--- config.mk ---
export PLATFORM = sky130hd
export DESIGN_NAME = sha256_stream_hash
export DESIGN_NICKNAME = d
export VERILOG_FILES = /design/src/hdl/sha_pkg.sv /design/src/hdl/sha_core.sv /design/src/hdl/sha256_stream_hash.sv
export SDC_FILE = /design/constraint.sdc
export NUM_CORES = 2
export LEC_CHECK = 0
export BUFFER_PORTS_ARGS = -buffer_cell sky130_fd_sc_hd__buf_4
export CORE_UTILIZATION = 40
export CTS_CLUSTER_DIAMETER = 30
export DETAILED_ROUTE_END_ITERATION = 12
export PLACE_DENSITY_LB_ADDON = 0.25
export SLEW_MARGIN = 10
export SYNTH_ARGS = -nofsm -noshare
export SYNTH_HDL_FRONTEND = slang
export SYNTH_SLANG_ARGS = --single-unit
export TNS_END_PERCENT = 50
--- constraint.sdc ---
create_clock -name clk -period 11.16 [get_ports clk]
set_input_delay 2.232 -clock clk [delete_from_list [all_inputs] [get_ports clk]]
set_output_delay 2.232 -clock clk [all_outputs]
set_load 0.01 [all_outputs]
--- src/hdl/sha_pkg.sv ---
`timescale 1ns / 1ps
// ============================================================================
// sha_pkg
// Shared types, constants and round functions of the SHA-256 stream hasher.
// ============================================================================
package sha_pkg;

    localparam int BUF_DEPTH = 64;
    localparam int BUF_AW    = 6;
    localparam int SCHED_AW  = 4;
    localparam int BCNT_W    = 61;

    typedef enum logic [3:0] {
        ST_IDLE,
        ST_PAD80,
        ST_PADZ,
        ST_PADLEN,
        ST_LOADH,
        ST_RUN,
        ST_FOLD,
        ST_OUT
    } ctrl_state_t;

    typedef struct packed {
        logic start;
        logic busy;
        logic done;
    } core_ctl_t;

    function automatic logic [31:0] round_k(input logic [5:0] i);
        logic [31:0] k [0:63];
        k = '{
            32'h428a2f98, 32'h71374491, 32'hb5c0fbcf, 32'he9b5dba5,
            32'h3956c25b, 32'h59f111f1, 32'h923f82a4, 32'hab1c5ed5,
            32'hd807aa98, 32'h12835b01, 32'h243185be, 32'h550c7dc3,
            32'h72be5d74, 32'h80deb1fe, 32'h9bdc06a7, 32'hc19bf174,
            32'he49b69c1, 32'hefbe4786, 32'h0fc19dc6, 32'h240ca1cc,
            32'h2de92c6f, 32'h4a7484aa, 32'h5cb0a9dc, 32'h76f988da,
            32'h983e5152, 32'ha831c66d, 32'hb00327c8, 32'hbf597fc7,
            32'hc6e00bf3, 32'hd5a79147, 32'h06ca6351, 32'h14292967,
            32'h27b70a85, 32'h2e1b2138, 32'h4d2c6dfc, 32'h53380d13,
            32'h650a7354, 32'h766a0abb, 32'h81c2c92e, 32'h92722c85,
            32'ha2bfe8a1, 32'ha81a664b, 32'hc24b8b70, 32'hc76c51a3,
            32'hd192e819, 32'hd6990624, 32'hf40e3585, 32'h106aa070,
            32'h19a4c116, 32'h1e376c08, 32'h2748774c, 32'h34b0bcb5,
            32'h391c0cb3, 32'h4ed8aa4a, 32'h5b9cca4f, 32'h682e6ff3,
            32'h748f82ee, 32'h78a5636f, 32'h84c87814, 32'h8cc70208,
            32'h90befffa, 32'ha4506ceb, 32'hbef9a3f7, 32'hc67178f2};
        return k[i];
    endfunction

    function automatic logic [31:0] init_hash(input logic [2:0] i);
        logic [31:0] h [0:7];
        h = '{32'h6a09e667, 32'hbb67ae85, 32'h3c6ef372, 32'ha54ff53a,
              32'h510e527f, 32'h9b05688c, 32'h1f83d9ab, 32'h5be0cd19};
        return h[i];
    endfunction

    function automatic logic [31:0] ror(input logic [31:0] v, input int n);
        return (v >> n) | (v << (32 - n));
    endfunction

endpackage

--- src/hdl/sha_core.sv ---
`timescale 1ns / 1ps
// ============================================================================
// sha_core
// One-round-per-step compression over a block memory and a schedule memory.
// ============================================================================
module sha_core (
    input  logic                         clk,
    input  logic                         rst_n,
    input  logic                         start,
    input  logic [255:0]                 hin,
    output logic [sha_pkg::SCHED_AW-1:0] buf_raddr,
    input  logic [31:0]                  buf_rword,
    output logic [255:0]                 hout,
    output sha_pkg::core_ctl_t           ctl
);
    // buf_rword: registered 32-bit read of the block memory word at buf_raddr
    // each round runs as a schedule read phase, then a compute/write phase
    localparam int SHA_AWL = sha_pkg::SCHED_AW;
    logic [6:0]  rnd_reg, rnd_next;
    logic        ph_reg, ph_next;
    logic        busy_reg, busy_next;
    logic        done_reg;
    logic [31:0] v_reg [0:7];
    logic [31:0] sched_mem [0:15];
    logic [31:0] s15_q, s2_q, s16_q, s7_q;
    logic [31:0] w, s0, s1, t1, t2;
    logic [SHA_AWL-1:0] ri;

    assign ri = rnd_reg[SHA_AWL-1:0];
    assign buf_raddr = ri;

    always_ff @(posedge clk)
    begin
        s15_q <= sched_mem[ri - 4'd15];
        s2_q  <= sched_mem[ri - 4'd2];
        s16_q <= sched_mem[ri];
        s7_q  <= sched_mem[ri - 4'd7];
        if (busy_reg && ph_reg)
            sched_mem[ri] <= w;
    end

    always_comb
    begin
        s0 = sha_pkg::ror(s15_q, 7) ^ sha_pkg::ror(s15_q, 18) ^ (s15_q >> 3);
        s1 = sha_pkg::ror(s2_q, 17) ^ sha_pkg::ror(s2_q, 19) ^ (s2_q >> 10);
        w  = (rnd_reg < 7'd16) ? buf_rword : (s16_q + s0 + s7_q + s1);
        t1 = v_reg[7] + (sha_pkg::ror(v_reg[4], 6) ^ sha_pkg::ror(v_reg[4], 11)
             ^ sha_pkg::ror(v_reg[4], 25)) + ((v_reg[4] & v_reg[5]) ^
             (~v_reg[4] & v_reg[6])) + sha_pkg::round_k(rnd_reg[5:0]) + w;
        t2 = (sha_pkg::ror(v_reg[0], 2) ^ sha_pkg::ror(v_reg[0], 13) ^
             sha_pkg::ror(v_reg[0], 22)) + ((v_reg[0] & v_reg[1]) ^
             (v_reg[0] & v_reg[2]) ^ (v_reg[1] & v_reg[2]));
        rnd_next  = rnd_reg;
        ph_next   = ph_reg;
        busy_next = busy_reg;
        if (start)
        begin
            busy_next = 1'b1;
            rnd_next  = '0;
            ph_next   = 1'b0;
        end
        else if (busy_reg)
        begin
            ph_next = ~ph_reg;
            if (ph_reg)
            begin
                rnd_next = rnd_reg + 7'd1;
                if (rnd_reg == 7'd63)
                    busy_next = 1'b0;
            end
        end
    end

    always_ff @(posedge clk or negedge rst_n)
    begin
        if (!rst_n)
        begin
            rnd_reg  <= '0;
            ph_reg   <= 1'b0;
            busy_reg <= 1'b0;
            done_reg <= 1'b0;
        end
        else
        begin
            rnd_reg  <= rnd_next;
            ph_reg   <= ph_next;
            busy_reg <= busy_next;
            done_reg <= busy_reg && !busy_next;
        end
    end

    always_ff @(posedge clk)
    begin
        if (start)
        begin
            for (int i = 0; i < 8; i++)
                v_reg[i] <= hin[255-32*i -: 32];
        end
        else if (busy_reg && ph_reg)
        begin
            v_reg[7] <= v_reg[6];
            v_reg[6] <= v_reg[5];
            v_reg[5] <= v_reg[4];
            v_reg[4] <= v_reg[3] + t1;
            v_reg[3] <= v_reg[2];
            v_reg[2] <= v_reg[1];
            v_reg[1] <= v_reg[0];
            v_reg[0] <= t1 + t2;
        end
    end

    always_comb
    begin
        for (int i = 0; i < 8; i++)
            hout[255-32*i -: 32] = hin[255-32*i -: 32] + v_reg[i];
    end

    assign ctl = '{start: start, busy: busy_reg, done: done_reg};

    a_nostart_busy: assert property (@(posedge clk) disable iff (!rst_n)
        busy_reg |-> !start) else $error("start while busy");
    a_done_end: assert property (@(posedge clk) disable iff (!rst_n)
        done_reg |-> $past(rnd_reg) == 7'd63) else $error("bad done");
    a_round_range: assert property (@(posedge clk) disable iff (!rst_n)
        busy_reg |-> rnd_reg < 7'd64) else $error("round overrun");
endmodule

--- src/hdl/sha256_stream_hash.sv ---
`timescale 1ns / 1ps
// ============================================================================
// sha256_stream_hash
// Byte-stream SHA-256 hasher with padding and eight-word digest output.
// ============================================================================
// Bytes are taken one per cycle while idle; every 64th byte starts a
// compression (a load step, 64 rounds on the schedule memory, a step to
// see the rounds finish, and the fold), with the input held off.
// A final item adds the pad bytes one per cycle outside compressions, one
// or two compressions, then eight digest words one per accepted output.
module sha256_stream_hash (
    input  logic        clk,
    input  logic        rst_n,
    input  logic        in_valid,
    output logic        in_ready,
    input  logic [7:0]  data_byte,
    input  logic        byte_present,
    input  logic        end_of_message,
    output logic        out_valid,
    input  logic        out_ready,
    output logic [31:0] digest_word,
    output logic [2:0]  word_index,
    output logic        last_word
);
    sha_pkg::ctrl_state_t st_reg, st_next;
    logic [6:0]   fill_reg, fill_next;
    logic [60:0]  bcnt_reg, bcnt_next;
    logic [255:0] h_reg;
    logic [255:0] hout;
    logic         fin_reg, fin_next;
    logic [3:0]   pidx_reg, pidx_next;
    logic [2:0]   oidx_reg, oidx_next;
    logic [31:0]  buf_mem [0:15];
    logic         wr_en;
    logic [7:0]   wr_byte;
    logic [3:0]   craddr;
    logic [31:0]  rword;
    logic         cstart;
    logic         load_init;
    logic         fold;
    logic [63:0]  bits;
    sha_pkg::core_ctl_t cctl;
    // pad begun: after fold, pad goes on until the length is in, then digest
    logic         pad_active_reg;

    assign bits = {bcnt_reg, 3'b000};

    always_ff @(posedge clk)
    begin
        if (wr_en)
            buf_mem[fill_reg[5:2]][31 - 8*fill_reg[1:0] -: 8] <= wr_byte;
        rword <= buf_mem[craddr];
    end

    sha_core u_core (
        .clk(clk), .rst_n(rst_n), .start(cstart), .hin(h_reg),
        .buf_raddr(craddr), .buf_rword(rword), .hout(hout), .ctl(cctl));

    always_comb
    begin
        st_next   = st_reg;
        fill_next = fill_reg;
        bcnt_next = bcnt_reg;
        fin_next  = fin_reg;
        pidx_next = pidx_reg;
        oidx_next = oidx_reg;
        wr_en     = 1'b0;
        wr_byte   = data_byte;
        cstart    = 1'b0;
        load_init = 1'b0;
        fold      = 1'b0;
        in_ready  = 1'b0;
        out_valid = 1'b0;
        case (st_reg)
            sha_pkg::ST_IDLE:
            begin
                in_ready = 1'b1;
                if (in_valid)
                begin
                    fin_next = end_of_message;
                    if (byte_present)
                    begin
                        wr_en = 1'b1;
                        bcnt_next = bcnt_reg + 61'd1;
                        fill_next = fill_reg + 7'd1;
                        if (fill_reg == 7'd63)
                            st_next = sha_pkg::ST_LOADH;
                        else if (end_of_message)
                            st_next = sha_pkg::ST_PAD80;
                    end
                    else if (end_of_message)
                        st_next = sha_pkg::ST_PAD80;
                end
            end
            sha_pkg::ST_PAD80:
            begin
                wr_en = 1'b1;
                wr_byte = 8'h80;
                fill_next = fill_reg + 7'd1;
                fin_next = 1'b0;
                pidx_next = '0;
                if (fill_reg == 7'd63)
                    st_next = sha_pkg::ST_LOADH;
                else if (fill_reg == 7'd55)
                    st_next = sha_pkg::ST_PADLEN;
                else
                    st_next = sha_pkg::ST_PADZ;
            end
            sha_pkg::ST_PADZ:
            begin
                wr_en = 1'b1;
                wr_byte = 8'h00;
                fill_next = fill_reg + 7'd1;
                if (fill_reg == 7'd63)
                    st_next = sha_pkg::ST_LOADH;
                else if (fill_reg == 7'd55)
                    st_next = sha_pkg::ST_PADLEN;
            end
            sha_pkg::ST_PADLEN:
            begin
                wr_en = 1'b1;
                wr_byte = bits[63 - 8*pidx_reg[2:0] -: 8];
                fill_next = fill_reg + 7'd1;
                pidx_next = pidx_reg + 4'd1;
                if (fill_reg == 7'd63)
                    st_next = sha_pkg::ST_LOADH;
            end
            sha_pkg::ST_LOADH:
            begin
                cstart = 1'b1;
                fill_next = '0;
                st_next = sha_pkg::ST_RUN;
            end
            sha_pkg::ST_RUN:
            begin
                if (cctl.done)
                    st_next = sha_pkg::ST_FOLD;
            end
            sha_pkg::ST_FOLD:
            begin
                fold = 1'b1;
                if (fin_reg)
                    st_next = sha_pkg::ST_PAD80;
                else if (pad_active_reg && !pidx_reg[3])
                    st_next = sha_pkg::ST_PADZ;
                else if (pad_active_reg)
                    st_next = sha_pkg::ST_OUT;
                else
                    st_next = sha_pkg::ST_IDLE;
            end
            sha_pkg::ST_OUT:
            begin
                out_valid = 1'b1;
                if (out_ready)
                begin
                    oidx_next = oidx_reg + 3'd1;
                    if (oidx_reg == 3'd7)
                    begin
                        load_init = 1'b1;
                        fill_next = '0;
                        bcnt_next = '0;
                        st_next = sha_pkg::ST_IDLE;
                    end
                end
            end
            default: st_next = sha_pkg::ST_IDLE;
        endcase
    end

    always_ff @(posedge clk or negedge rst_n)
    begin
        if (!rst_n)
        begin
            st_reg   <= sha_pkg::ST_IDLE;
            fill_reg <= '0;
            bcnt_reg <= '0;
            fin_reg  <= 1'b0;
            pidx_reg <= '0;
            oidx_reg <= '0;
            pad_active_reg <= 1'b0;
            for (int i = 0; i < 8; i++)
                h_reg[255-32*i -: 32] <= sha_pkg::init_hash(3'(i));
        end
        else
        begin
            fill_reg <= fill_next;
            bcnt_reg <= bcnt_next;
            fin_reg  <= fin_next;
            pidx_reg <= pidx_next;
            oidx_reg <= oidx_next;
            if (st_reg == sha_pkg::ST_PAD80)
                pad_active_reg <= 1'b1;
            else if (load_init)
                pad_active_reg <= 1'b0;
            st_reg <= st_next;
            if (fold)
                h_reg <= hout;
            else if (load_init)
                for (int i = 0; i < 8; i++)
                    h_reg[255-32*i -: 32] <= sha_pkg::init_hash(3'(i));
        end
    end

    assign digest_word = h_reg[255 - 32*oidx_reg -: 32];
    assign word_index  = oidx_reg;
    assign last_word   = (oidx_reg == 3'd7);

    a_in_out_excl: assert property (@(posedge clk) disable iff (!rst_n)
        !(in_ready && out_valid)) else $error("in and out together");
    a_fill_range: assert property (@(posedge clk) disable iff (!rst_n)
        st_reg == sha_pkg::ST_IDLE |-> fill_reg < 7'd64) else $error("fill");
    a_out_hold: assert property (@(posedge clk) disable iff (!rst_n)
        out_valid && !out_ready |=> out_valid && $stable(word_index))
        else $error("out dropped");
endmodule
Word-level counts from Yosys, hierarchy flattened
Memories as Yosys holds them, arrays and structs flattened. A register that Yosys moved wholly into a read port is not among the register bits.
Cells that the tools add are included.

cells by class
  add/sub/neg operators = 30
  magnitude comparators = 2
  equal/unequal tests = 18
  shift-type cells = 4
  muxes and demuxes = 72
  bitwise gates (word level) = 37
  reduce and logical (&&, ||, !) cells = 21

operators with widths
  operator                 count
  $add 32x32->32           18
  $mux 256                 2
  $mux 32                  12
  $xor 32x32->32           9
  $shiftx 287x33->32       1
  $mux 61                  4
  $and 32x32->32           5
  $pmux 61 s2              1
  $shiftx 71x33->8         1
  $add 61x1->61 const B    1
  $mux 7                   7
  $mux 4                   10
  $shift 8x34->39 const A  1
  $shiftx 8x34->39         1
  $neg 32->34              1
  $not 32->32              1
  $or 10x32->32            1
  $or 13x32->32            1
  $or 14x32->32            1
  $or 15x32->32            1
  $or 19x32->32            1
  $or 21x32->32            1
  $or 25x32->32            1
  $or 26x32->32            1
  other kinds (42)         101

word-level totals
  register bits after elaboration = 347
  bits in writable memories = 1280
  memory bits (read-only) = 2048
  input bits = 14
  output and inout bits = 38
  memories = 4

memory list
  memory            words  bits a word  rd ports  clocked after memory_dff  wr ports  RTL line                  RTL
  (name not given)  64     32           1         0                         0         sha_pkg.sv:49             return k[i];
  buf_mem           16     32           1         1                         1         sha256_stream_hash.sv:33  logic [31:0] buf_mem [0:15];
  u_core.sched_mem  16     32           4         4                         1         sha_core.sv:24            logic [31:0] sched_mem [0:15];
  u_core.v_reg      8      32           8         0                         8         sha_core.sv:23            logic [31:0] v_reg [0:7];

Logic depth before layout (Yosys ltp)
  depth in word-level cells = 10
  depth in mapped cells = 48

Cells and area by module
From an unflattened synthesis, not the netlist that was laid out.

second synthesis, totals
  cell total of the unflattened synthesis = 9184
  area, all modules = 105603.8 µm²

by module, submodules not included
  module              instances  cells an instance  area each (µm²)  seq. area each (µm²)
  sha_core            1          6543               68420.6          25874.8
  sha256_stream_hash  1          2641               37183.2          24618.6

Worst setup path after synthesis
OpenSTA, ideal clock, no wires.

  path type = reg-to-reg
  start point = register u_core.rnd_reg[1]
  end point = memory u_core.v_reg[0][31], data pin
  library setup time = 0.263 ns
  data arrival time = 9.545 ns
  data required time = 10.897 ns
  setup slack = 1.352 ns
  cell stages (with the launch flop) = 45
  path buffers = 7
  clock period less this slack = 9.808 ns
  cells stage by stage = dfrtp_1 -> clkbuf_1 -> inv_1 -> clkbuf_1 -> clkbuf_1 -> clkbuf_1 -> ha_1 -> clkbuf_1 -> clkbuf_1 -> clkbuf_1 -> nand2_1 -> nand2_1 -> o22ai_1 -> mux2_2 -> nor2_1 -> nor2_1 -> fa_1 -> inv_1 -> (+9 left out) -> o31a_1 -> a21o_1 -> a21o_1 -> a21o_1 -> a21oi_1 -> xnor2_1 -> fa_1 -> ha_1 -> nand4_1 -> a2111oi_0 -> o21ai_0 -> a21oi_1 -> a21oi_1 -> o21ai_0 -> a21oi_1 -> xnor2_1 -> xnor2_1 -> o21ai_1

RTL lines
  element                 RTL line        RTL
  start, declared         sha_core.sv:19  logic [6:0] rnd_reg, rnd_next;
  start signal, assigned  sha_core.sv:85  rnd_reg <= rnd_next;
  end, declared           sha_core.sv:23

==> impl_metrics.yaml <==
cts:
  cts-root-buf: "clkbuf_16"
  h-tree-depth: 5
  cts_num_sinks: 1787
  holdBufCountCts: 0
  cts_resized: 0
  postCtsSetupBuffers: 0
  cts_tree: "built"
  cts_buffers: 425
  insertion_delay_ps: 1010
  clk_pin_slew_ps: 50
  clockBufferDepth: 4
timing:
  worst_pin_slew_ps: 1310
  max_freq_mhz: 93.9
  fin_skew_ps: 111
  fin_crit_sh_pct: 95.4
  slew_headroom_pct: 12.7
  setup_violations: 0
  post-route-min-period_ps: 10650
  maxSlewViolCount: 0
  rsz0062_at_grt: "no"
  tns_ps: 0
  finalHoldViolCount: 0
setup_path:
  critPathRequiredTime_ps: 11820
  worstSetupEndpointType: "flip-flop"
  rr_startpoint: "u_core.s2_q[20]"
  cp_top_family: "compound AO/OA/AOI/OAI gates"
  crit_cells: 42
  cp-startpoint: "u_core.s2_q[20]"
  cp_slowest_stage_delay_ps: 520
  crit_top_cell: "a21o_1"
  criticalPathCategory: "flip-flop to flip-flop"
  cp_max_fo: 6
  r2r_cells: 42
  worst_ep_arrival_time_ps: 11310
  start_kind: "flip-flop"
  crit_buf_inv: 2
  slowest_stage: "fa_1"
synth:
  ys_types: 91
  ys_ff_latch: 1787
  yosysSeqAreaShare_pct: 48.5
  synth_xor_area_share_pct: 5.25
  async_flop_share_pct: 19.4
  synth-simple-area-share_pct: 9.54
  synth-edff-count: 1280
  ys.flop_type: "edfxtp_1"
  synth_top_family_by_area: "multiplexers"
  synth.avg_cell_area_um2: 11.9
  yosysWarnings: 0
  muxShareOfSynthArea_pct: 14.4
  synth_compound_area_share_pct: 10.6
  synthAdderAreaFrac_pct: 8.81
  syn-cell-area_um2: 104000
  syn_nets: 9386
  synth_cells: 8769
min_path:
  worstHoldPathType: "flip-flop to flip-flop"
  hold_depth: 2
  hold_path.startpoint: "h_reg[169]"
route:
  drtAntennaViolNets: 0
  dr.first_iter.drc_count: 7001
  wirelength_mm: 341
  dr.pass1.iters: 6
  num_vias: 74600
  drc_errors: 0
  vias_per_cell: 5.89
  wl_per_cell_um: 26.9
cells_and_area:
  syn2layout_area_growth_pct: 18.3
  fin_nets: 9530
  drive_above_1_share_pct: 18.5
placed_design:
  dp_hpwl_mm: 234
  io_buffers: 51
  gp_congestion: 0.962
floorplanning:
  fp.dieW_um: 512
  die_y_um: 512
  io_pins: 52
  core-area_um2: 259000
  row_count: 187
  start_util_pct: 40.2
  die_area_um2: 263000
global_routing:
  grt_pass1_wl_mm: 500
  grt_remaining_overflow: 0
  grt_usage_pct: 25.6
  antenna_found_initial: 12
  grt_max_degree: 179
  first_global_vias: 74000
job:
  cap_violations: 0
outcome:
  status: "completed"
[area by class of cell]
type                    count  area, um^2
diodes                      1        2.50
clock buffers             521       11500
clock inverters           261        3250
fillers                 22900      136000
inverters                 341        1290
multi-input cells        6158       50900
flip-flops and latches   1787       50500
well taps                3402        4260
repair buffers            200        1600
[Yosys cell counts (all sizes together) (50+ instances only)]
library cell,count,share of area [%]
nor2b,59,0.35
nand2b,65,0.39
nand3,145,0.70
a211oi,87,0.63
a21o,202,1.5
clkbuf,384,1.4
o21a,53,0.38
o21ai,455,2.2
buf,99,0.37
xor2,238,2.0
a31oi,66,0.40
edfxtp,1280,37
mux2,75,0.81
nand2,1089,3.9
nor3,119,0.57
inv,341,1.2
dfxtp,160,3.1
o21bai,61,0.44
mux4,502,11
mux2i,282,2.7
dfrtp,211,5.1
ha,408,4.9
xnor2,387,3.3
nor2,562,2.0
dfstp,136,3.4
fa,195,3.7
a21oi,504,2.4
and2,50,0.30
[final timing paths]
path | end | slack, ps
max reg2reg | u_core.v_reg[0][29] | 510
max | u_core.v_reg[0][29] | 510
min | h_reg[169] | 520
min in group asynchronous | h_reg[183] | 1280
min reg2reg | h_reg[169] | 520
max in group asynchronous | h_reg[12] | 7480
[through the flow]
stage / area (um^2) / std cells / util (%) / setup slack (ps) / hold slack, ps
floorplan: 104000 / 8769 / - / 1350 / 463
global placement: 108000 / 11900 / 41.8 / 254 / 507
detailed placement: 108000 / 11900 / 41.8 / 114 / 515
finish: 123000 / 12700 / 47.5 / 509 / 520
global route: 123000 / 12700 / 47.5 / 17.4 / 532
CTS: 123000 / 12700 / 47.5 / 1.88 / 520
[per-layer routing]
layer | up-vias | wire length [um] | GRT usage, %
met5 | - | 53 | 0
met4 | 8 | 10800 | 8.55
met3 | 591 | 25800 | 5.01
met2 | 2925 | 154000 | 39.4
met1 | 38200 | 150000 | 36.0
li1 | 32900 | - | -
[layout by cell type (no fill, tap or decap), drive strengths merged, types with 66 or more instances in the layout]
cell type and instances:
a211oi 87, a21o 202, a21oi 504, a31oi 66, buf 200, clkbuf 521, clkinv 118, dfrtp 211
dfstp 136, dfxtp 160, edfxtp 1280, fa 195, ha 408, inv 385, mux2 75, mux2i 282
mux4 502, nand2 1089, nand3 145, nor2 562, nor3 119, o21ai 455, xnor2 387, xor2 238
[worst reg2reg max path, delay by kind of cell, from the launching register on]
kind | cells | cell delay, ps
buffers and inverters | 2 | 270
AO/OA/AOI/OAI | 20 | 3990
adder cells (fa/ha/maj) | 9 | 3840
AND/OR/NAND/NOR | 6 | 910
XOR/XNOR | 5 | 920
flip-flops | 1 | 400
[logic make-up after synthesis]
group                      count (synthesis)
xor gates and xnor gates                 625
AOI/OAI and AO/OA                       1764
other                                      1
adders and majority gates                620
and+or+nand+nor                         2289
DFF                                     1787
buffers and inverters                    824
muxes                                    859
Power is not shown: default switching activity piles up to over one toggle a cycle in this logic, so the estimate is an artifact.
